<file path="src/hw/rtl/pol_pkg.sv">
// Shared types and constants for the positional ordered list.
package pol_pkg;

	// Default number of entries the list can hold.
	localparam int DEF_CAPACITY = 16;

	// Command codes carried by the op field.
	typedef enum logic [2:0] {
		OP_INS_FRONT = 3'd0,
		OP_INS_BACK  = 3'd1,
		OP_INS_POS   = 3'd2,
		OP_DEL_FRONT = 3'd3,
		OP_DEL_BACK  = 3'd4,
		OP_DEL_POS   = 3'd5,
		OP_DUMP      = 3'd6
	} op_t;

	// Result status codes.
	typedef enum logic [1:0] {
		ST_OK     = 2'd0,
		ST_BADPOS = 2'd1,
		ST_FULL   = 2'd2,
		ST_EMPTY  = 2'd3
	} status_t;

	// Commands from the controller to the datapath.
	typedef struct packed {
		logic latch;    // capture the incoming word
		logic exec;     // carry out the captured command and load the first result
		logic advance;  // load the next dump result
	} pol_cmd_t;

	// Status from the datapath to the controller.
	typedef struct packed {
		logic last;     // the loaded result is the final one of its command
	} pol_stat_t;

endpackage

</file>
<file path="src/hw/rtl/pol_ctrl.sv">
// Controller state machine for the positional ordered list.
module pol_ctrl import pol_pkg::*; (
	input  logic      clk,
	input  logic      arst_n,
	input  logic      in_valid,
	output logic      in_stall,
	output logic      out_valid,
	input  logic      out_stall,
	output pol_cmd_t  cmd,
	input  pol_stat_t stat
);

	typedef enum logic [2:0] {
		S_IDLE = 3'b001,
		S_EXEC = 3'b010,
		S_RESP = 3'b100
	} state_t;

	state_t state_q, state_d;

	// Next state and command decode.
	always_comb begin
		state_d   = state_q;
		cmd       = '0;
		in_stall  = 1'b1;
		out_valid = 1'b0;
		unique case (state_q)
			S_IDLE: begin
				in_stall = 1'b0;
				if (in_valid) begin
					cmd.latch = 1'b1;
					state_d   = S_EXEC;
				end
			end
			S_EXEC: begin
				cmd.exec = 1'b1;
				state_d  = S_RESP;
			end
			S_RESP: begin
				out_valid = 1'b1;
				if (!out_stall) begin
					if (!stat.last) begin
						cmd.advance = 1'b1;
					end else begin
						// The final result leaves, so a new word may enter now.
						in_stall = 1'b0;
						if (in_valid) begin
							cmd.latch = 1'b1;
							state_d   = S_EXEC;
						end else begin
							state_d = S_IDLE;
						end
					end
				end
			end
			default: begin
				state_d = S_IDLE;
			end
		endcase
	end

	// State register.
	always_ff @(posedge clk or negedge arst_n) begin
		if (!arst_n) begin
			state_q <= S_IDLE;
		end else begin
			state_q <= state_d;
		end
	end

endmodule

</file>
<file path="src/hw/rtl/pol_datapath.sv">
// Datapath for the positional ordered list: entry array, count and result register.
module pol_datapath import pol_pkg::*; #(
	parameter int CAPACITY = DEF_CAPACITY
) (
	input  logic               clk,
	input  logic               arst_n,
	input  pol_cmd_t           cmd,
	output pol_stat_t          stat,
	input  logic [2:0]         op,
	input  logic signed [31:0] value,
	input  logic [4:0]         position,
	output logic [1:0]         status,
	output logic [4:0]         count,
	output logic signed [31:0] entry_value,
	output logic               entry_valid,
	output logic               last
);

	localparam int CNT_W = $clog2(CAPACITY + 1);
	localparam int CMP_W = ((CNT_W > 5) ? CNT_W : 5) + 1;

	// Captured input word.
	op_t               op_q;
	logic signed [31:0] value_q;
	logic [4:0]        pos_q;

	// List state.
	logic signed [31:0] ent_q    [CAPACITY];
	logic signed [31:0] ent_d    [CAPACITY];
	logic signed [31:0] ent_prev [CAPACITY];
	logic signed [31:0] ent_next [CAPACITY];
	logic [CNT_W-1:0]   count_q, count_d;
	logic [CNT_W-1:0]   dump_idx_q;

	// Result register.
	status_t            status_q;
	logic signed [31:0] entry_value_q;
	logic               entry_valid_q;
	logic               last_q;

	// Decoded command.
	logic              do_ins, do_del, do_rot, do_dump;
	logic [CMP_W-1:0]  idx;
	logic [CMP_W-1:0]  cnt_x, pos_x;
	logic              full, empty;
	status_t           st;

	assign cnt_x = CMP_W'(count_q);
	assign pos_x = CMP_W'(pos_q);
	assign full  = (count_q == CNT_W'(CAPACITY));
	assign empty = (count_q == '0);

	// Work out what the captured command does to the list.
	always_comb begin
		do_ins  = 1'b0;
		do_del  = 1'b0;
		do_dump = 1'b0;
		idx     = '0;
		st      = ST_OK;
		unique case (op_q) inside
			OP_INS_FRONT, OP_INS_BACK: begin
				if (full) begin
					st = ST_FULL;
				end else begin
					do_ins = 1'b1;
					idx    = (op_q == OP_INS_FRONT) ? '0 : cnt_x;
				end
			end
			OP_INS_POS: begin
				if (pos_x == '0 || pos_x > cnt_x + CMP_W'(1)) begin
					st = ST_BADPOS;
				end else if (full) begin
					st = ST_FULL;
				end else begin
					do_ins = 1'b1;
					idx    = pos_x - CMP_W'(1);
				end
			end
			OP_DEL_FRONT, OP_DEL_BACK: begin
				if (empty) begin
					st = ST_EMPTY;
				end else begin
					do_del = 1'b1;
					idx    = (op_q == OP_DEL_FRONT) ? '0 : cnt_x - CMP_W'(1);
				end
			end
			OP_DEL_POS: begin
				if (pos_x == '0 || pos_x > cnt_x) begin
					st = ST_BADPOS;
				end else begin
					do_del = 1'b1;
					idx    = pos_x - CMP_W'(1);
				end
			end
			OP_DUMP: begin
				do_dump = !empty;
			end
			default: begin
			end
		endcase
	end

	// A dump rotates the held entries by one place for every entry it emits.
	assign do_rot = (cmd.exec && do_dump) || cmd.advance;

	// Neighbour taps of each entry; the ends tap themselves.
	for (genvar g = 0; g < CAPACITY; g++) begin : g_taps
		if (g == 0) begin : g_first
			assign ent_prev[g] = ent_q[g];
		end else begin : g_mid_prev
			assign ent_prev[g] = ent_q[g-1];
		end
		if (g == CAPACITY - 1) begin : g_final
			assign ent_next[g] = ent_q[g];
		end else begin : g_mid_next
			assign ent_next[g] = ent_q[g+1];
		end
	end

	// Next value of each entry for insert, delete and rotate.
	always_comb begin
		for (int i = 0; i < CAPACITY; i++) begin
			ent_d[i] = ent_q[i];
			if (do_rot) begin
				if (CMP_W'(i) + CMP_W'(1) == cnt_x) begin
					ent_d[i] = ent_q[0];
				end else if (CMP_W'(i) + CMP_W'(1) < cnt_x) begin
					ent_d[i] = ent_next[i];
				end
			end else if (cmd.exec && do_ins) begin
				if (CMP_W'(i) == idx) begin
					ent_d[i] = value_q;
				end else if (CMP_W'(i) > idx && CMP_W'(i) <= cnt_x) begin
					ent_d[i] = ent_prev[i];
				end
			end else if (cmd.exec && do_del) begin
				if (CMP_W'(i) >= idx && CMP_W'(i) + CMP_W'(1) < cnt_x) begin
					ent_d[i] = ent_next[i];
				end
			end
		end
	end

	// Count after the command.
	always_comb begin
		count_d = count_q;
		if (cmd.exec && do_ins) begin
			count_d = count_q + CNT_W'(1);
		end else if (cmd.exec && do_del) begin
			count_d = count_q - CNT_W'(1);
		end
	end

	// Entry array; its contents need no reset.
	always_ff @(posedge clk) begin
		if (cmd.exec || cmd.advance) begin
			ent_q <= ent_d;
		end
	end

	// Entry count.
	always_ff @(posedge clk or negedge arst_n) begin
		if (!arst_n) begin
			count_q <= '0;
		end else begin
			count_q <= count_d;
		end
	end

	// Input capture, dump position and result register.
	always_ff @(posedge clk) begin
		if (cmd.latch) begin
			op_q    <= op_t'(op);
			value_q <= value;
			pos_q   <= position;
		end
		if (cmd.exec) begin
			status_q      <= st;
			entry_value_q <= do_dump ? ent_q[0] : '0;
			entry_valid_q <= do_dump;
			last_q        <= do_dump ? (count_q == CNT_W'(1)) : 1'b1;
			dump_idx_q    <= CNT_W'(1);
		end else if (cmd.advance) begin
			status_q      <= ST_OK;
			entry_value_q <= ent_q[0];
			entry_valid_q <= 1'b1;
			last_q        <= (dump_idx_q + CNT_W'(1) == count_q);
			dump_idx_q    <= dump_idx_q + CNT_W'(1);
		end
	end

	assign stat.last   = last_q;
	assign status      = status_q;
	assign count       = 5'(count_q);
	assign entry_value = entry_value_q;
	assign entry_valid = entry_valid_q;
	assign last        = last_q;

endmodule

</file>
<file path="src/hw/rtl/positional_ordered_list.sv">
// Top level of the positional ordered list.
// Holds up to CAPACITY signed 32-bit entries in order and takes one command word at a time:
// insert or delete at the front, at the back or at a 1-based position, or dump. An update
// gives one result word: the word is first captured, then the entry registers shift and the
// result register is loaded. The next command word is taken in the same cycle that the final
// result word leaves, so a new command word is not taken while one is still in progress. A
// dump of N entries gives N result words, one per cycle while the output side does not stall,
// set by the rotation of the entry registers through the front entry; an empty dump gives
// one word with entry_valid low. The count field shows the count modulo 32.
module positional_ordered_list import pol_pkg::*; #(
	parameter int CAPACITY = DEF_CAPACITY
) (
	input  logic               clk,
	input  logic               arst_n,
	input  logic               in_valid,
	output logic               in_stall,
	input  logic [2:0]         op,
	input  logic signed [31:0] value,
	input  logic [4:0]         position,
	output logic               out_valid,
	input  logic               out_stall,
	output logic [1:0]         status,
	output logic [4:0]         count,
	output logic signed [31:0] entry_value,
	output logic               entry_valid,
	output logic               last
);

	pol_cmd_t  cmd;
	pol_stat_t stat;

	// Sequencing of capture, execution and result delivery.
	pol_ctrl u_ctrl (
		.clk       (clk),
		.arst_n    (arst_n),
		.in_valid  (in_valid),
		.in_stall  (in_stall),
		.out_valid (out_valid),
		.out_stall (out_stall),
		.cmd       (cmd),
		.stat      (stat)
	);

	// Entry registers, count and result register.
	pol_datapath #(
		.CAPACITY (CAPACITY)
	) u_datapath (
		.clk         (clk),
		.arst_n      (arst_n),
		.cmd         (cmd),
		.stat        (stat),
		.op          (op),
		.value       (value),
		.position    (position),
		.status      (status),
		.count       (count),
		.entry_value (entry_value),
		.entry_valid (entry_valid),
		.last        (last)
	);

endmodule

</file>
<file path="config.mk">
export PLATFORM = sky130hd
export DESIGN_NAME = positional_ordered_list
export DESIGN_NICKNAME = d
export VERILOG_FILES = /design/src/hw/rtl/pol_pkg.sv /design/src/hw/rtl/pol_ctrl.sv /design/src/hw/rtl/pol_datapath.sv /design/src/hw/rtl/positional_ordered_list.sv
export SDC_FILE = /design/constraint.sdc
export NUM_CORES = 2
export LEC_CHECK = 0
export BUFFER_PORTS_ARGS = -buffer_cell sky130_fd_sc_hd__buf_4
export CELL_PAD_IN_SITES_DETAIL_PLACEMENT = 0
export CELL_PAD_IN_SITES_GLOBAL_PLACEMENT = 1
export CORE_ASPECT_RATIO = 0.7
export CORE_MARGIN = 5
export CORE_UTILIZATION = 52
export DETAILED_ROUTE_END_ITERATION = 16
export PLACE_DENSITY = 0.9
export SETUP_SLACK_MARGIN = 0.3
export SLEW_MARGIN = 10
export SYNTH_ARGS = -nofsm -noshare
export SYNTH_HDL_FRONTEND = slang
export SYNTH_SLANG_ARGS = --single-unit
</file>
<file path="constraint.sdc">
create_clock -name clk -period 8 [get_ports clk]
set_clock_uncertainty 0.2 [all_clocks]
set_input_delay 0.8 -clock clk [delete_from_list [all_inputs] [get_ports clk]]
set_output_delay 0.8 -clock clk [all_outputs]
set_load 0.02 [all_outputs]
</file>
==> summary.md <==
| Metric | Value |
|---|---|
| # Max-Cap Violations | `0` |
| Top-area cell type share of the netlist area | `0.540` |
| Warnings, synthesis | `0` |
| Yosys cell types | `74` |
| Met1 GRT Util | `0.462` |
| Post-Synth Simple-Gate Area | `0.0585` |
| Port Buffer Count | `86` |
| Post-synth net total | `2867` |
| XOR/XNOR share of the synthesized area | `0.00509` |
| Via density per instance | `7.23` |
| Sequential share of the synthesized area | `0.549` |
| Final hold violation count | `0` |
| # fillers | `5013` |
| Synth Cell Area | `32700 sq um` |
| Prevailing post-synth register cell | `edfxtp_1` |
| Power Density | `279 nW/um^2` |
| Final worst path period need | `6.71 ns` |
| Tightest Hold Check Type | `input port to flip-flop` |
| WHS Path Cells | `1` |
| Final setup fails | `0` |
| WP data required | `8.12 ns` |
| Synth top area cells | `edfxtp_1 (54%), mux2i_1 (14%), a22oi_1 (9.6%)` |
| Met3 Use GR | `0.104` |
| Most common cell in the netlist | `edfxtp_1` |
| Clk buf depth | `3` |
| Unrepaired setup endpoints after global routing | `false` |
| Pre-antenna DRT Iters | `6` |
| H-tree levels | `2` |
| Die area | `68100 sq um` |
| Initial Utilization | `0.528` |
| Multi-input logic area | `13800 sq um` |
| Post-Syn Instances | `2806` |
| CTS tree | `built` |
| Total CTS buffers | `58` |
| Mux contribution to synthesized area | `0.138` |
| First-pass GRT wire length | `161000 um` |
| Wire per inst | `30.8 um` |
| Core Area | `61900 sq um` |
| Slew HR | `0.115` |
| TritonCTS sink count | `601` |
| Synth Area in Adders | `0.00650` |
| DPL Wire Length | `62700 um` |
| Clk_lat worst skew | `0.66 ns` |
| Die W | `310 um` |
| Drc violations | `0` |
| CTS root buf | `clkbuf_16` |
| GRT Overall Usage | `0.312` |
| Largest net degree at the start of global routing | `226` |
| Hold WS | `0.118 ns` |
| Setup TNS Final | `0 ns` |
| Setup crit start kind | `flip-flop` |
| FFs w/ async S/R, synth | `0.0133` |
| Post-synthesis register bit count | `601` |
| Diodes inserted | `0` |
| WL final | `110000 um` |
| R2R depth | `15` |
| Vias in the first global route | `24529` |
| DRT iter0 DRCs | `4352` |
| Overflow after GRT | `0` |
| Slew Limit Fails | `0` |
| Nets | `2766` |
| Worst Path Max Fanout | `23` |
| Critical Path Sink Type | `flip-flop` |
| Seq. cell area | `18000 sq um` |
| Top Usage Layer GRT | `met1` |
| Largest family of logic cells by synthesized area | `compound AO/OA/AOI/OAI gates` |
| Final Wtd Congestion | `0.906` |
| Final ANT Viol Nets | `0` |
| Clock transition at path regs | `0.06 ns` |
| CP Class | `flip-flop to flip-flop` |
| P_leak | `13.2 nW` |
| Fmax | `0.149 GHz` |
| Routed vias | `25779` |
| Synth top cells by count | `edfxtp_1 (588), mux2i_1 (450), a22oi_1 (418)` |
| Initial antenna violation count | `1` |
| Mean Syn Cell Area | `11.7 sq um` |
| VDD IR max | `0.000220 V` |
| Outcome | `finished, final reports clean` |
| Compound-Gate Fraction of Synth Area | `0.200` |
| GRT met2 Usage | `0.435` |
| Cell accounting for the most synthesized area | `edfxtp_1` |
| Post-synth EDFFs | `588` |
| Ports | `87` |
| Worst Path Arrival | `6.84 ns` |
| Worst Tran Pin Value | `1.32 ns` |
| Row count | `76` |
| Share of cells above drive strength 1 | `0.113` |
| Setup Fix Bufs, Post-CTS | `0` |
| Period utilization | `0.839` |
| Area grow syn2layout | `9.20%` |
| Die H | `220 um` |
## placed cells by master, fill, tap and decap left out, drive strengths merged, types with 8 or more instances in the layout
master,netlist,final
nand2,165,165
nand3,11,11
inv,13,15
mux2i,450,450
a211oi,10,10
clkbuf,219,79
xor2,8,8
nand4,9,9
nor2b,36,36
nor4,11,11
a221o,32,32
and2,35,35
a22oi,418,418
nor3,14,14
a31oi,12,12
ha,17,17
o21ai,471,471
xnor2,11,11
nor2,57,57
a21oi,30,30
edfxtp,588,588
clkinv,0,22
buf,96,153
## cell type report
type | count | area share
clock buffers | 79 | 0.0434
well taps | 819 | 0.0287
flip-flops and latches | 601 | 0.503
clock inverters | 25 | 0.00470
inverters | 13 | 0.00137
repair buffers | 154 | 0.0335
multi-input cells | 1877 | 0.385
## logic make-up (layout without fill, tap and decap cells)
group,Yosys count,after routing
AOI/OAI and AO/OA,1019,1019
adders and majority gates,17,17
buffers and inverters,328,271
xor gates and xnor gates,19,19
and+or+nand+nor,372,372
DFF,601,601
muxes,450,450
## metrics by stage
stage               std cells  utilization  area, sq um  power, W  setup slack (ns)
global route             3568        0.577        35700    0.0103              1.02
CTS                      3568        0.577        35700   0.00989              1.48
finish                   3568        0.577        35700   0.00998              1.29
global placement         3463        0.549        34000   0.00721              1.65
floorplan                2806            -        32700   0.00623              1.13
detailed placement       3463        0.549        34000   0.00729              1.51
## path summary, 6_finish.rpt
check	startpoint	slack (ns)	to
max in group asynchronous	arst_n	7.05	u_ctrl.state_q[0]
hold reg to reg	u_datapath.dump_idx_q[4]	0.34	u_datapath.dump_idx_q[4]
hold / removal	value[21]	0.12	u_datapath.value_q[21]
min in group asynchronous	arst_n	0.33	u_ctrl.state_q[2]
setup reg to reg	u_datapath.count[2]	1.29	u_datapath.ent_next[67]
setup / recovery	u_datapath.count[2]	1.29	u_datapath.ent_next[67]
## critical path: stages, from the launching register on
cell,delay (ns)
dfrtp_1,0.83
inv_1,0.29
nor2_1,0.45
nand2_1,0.13
xnor2_1,0.17
ha_1,0.34
and3_1,0.18
o21ai_0,0.13
a221oi_2,0.46
o21ai_4,0.18
a21boi_1,0.87
and4_1,0.34
buf_4,0.41
a211oi_1,0.11
nor3_2,0.98
buf_12,0.31
## metal layers
metal  routed length [um]  part of all wire
met2                44600              0.41
met4                 3750             0.034
met5                    0                 0
met1                44100              0.40
met3                17600              0.16
## flip-flops by register name, indices dropped and copies added (netlist names)
register                count
u_datapath.ent_next       480
u_datapath.ent_prev        32
u_datapath.entry_value     32
u_datapath.value_q         32
u_datapath.count            5
u_datapath.dump_idx_q       5
u_datapath.pos_q            5
u_ctrl.state_q              3
u_datapath.op_q             3
u_datapath.status           2
u_datapath.entry_valid      1
u_datapath.last             1
## timing repair
item                                   CTS  global route
resized for setup                        0             0
endpoints found under the hold margin    8             0
hold buffers                             1             0
## power breakdown
part | leakage, nW | switching [W] | internal (W) | total [W]
Clock | 0.841 | 0.00124 | 0.00138 | 0.00263
Combinational | 6.87 | 0.00188 | 0.000911 | 0.00279
Sequential | 5.47 | 0.000502 | 0.00406 | 0.00456
Power figures use the tool's default switching activity.
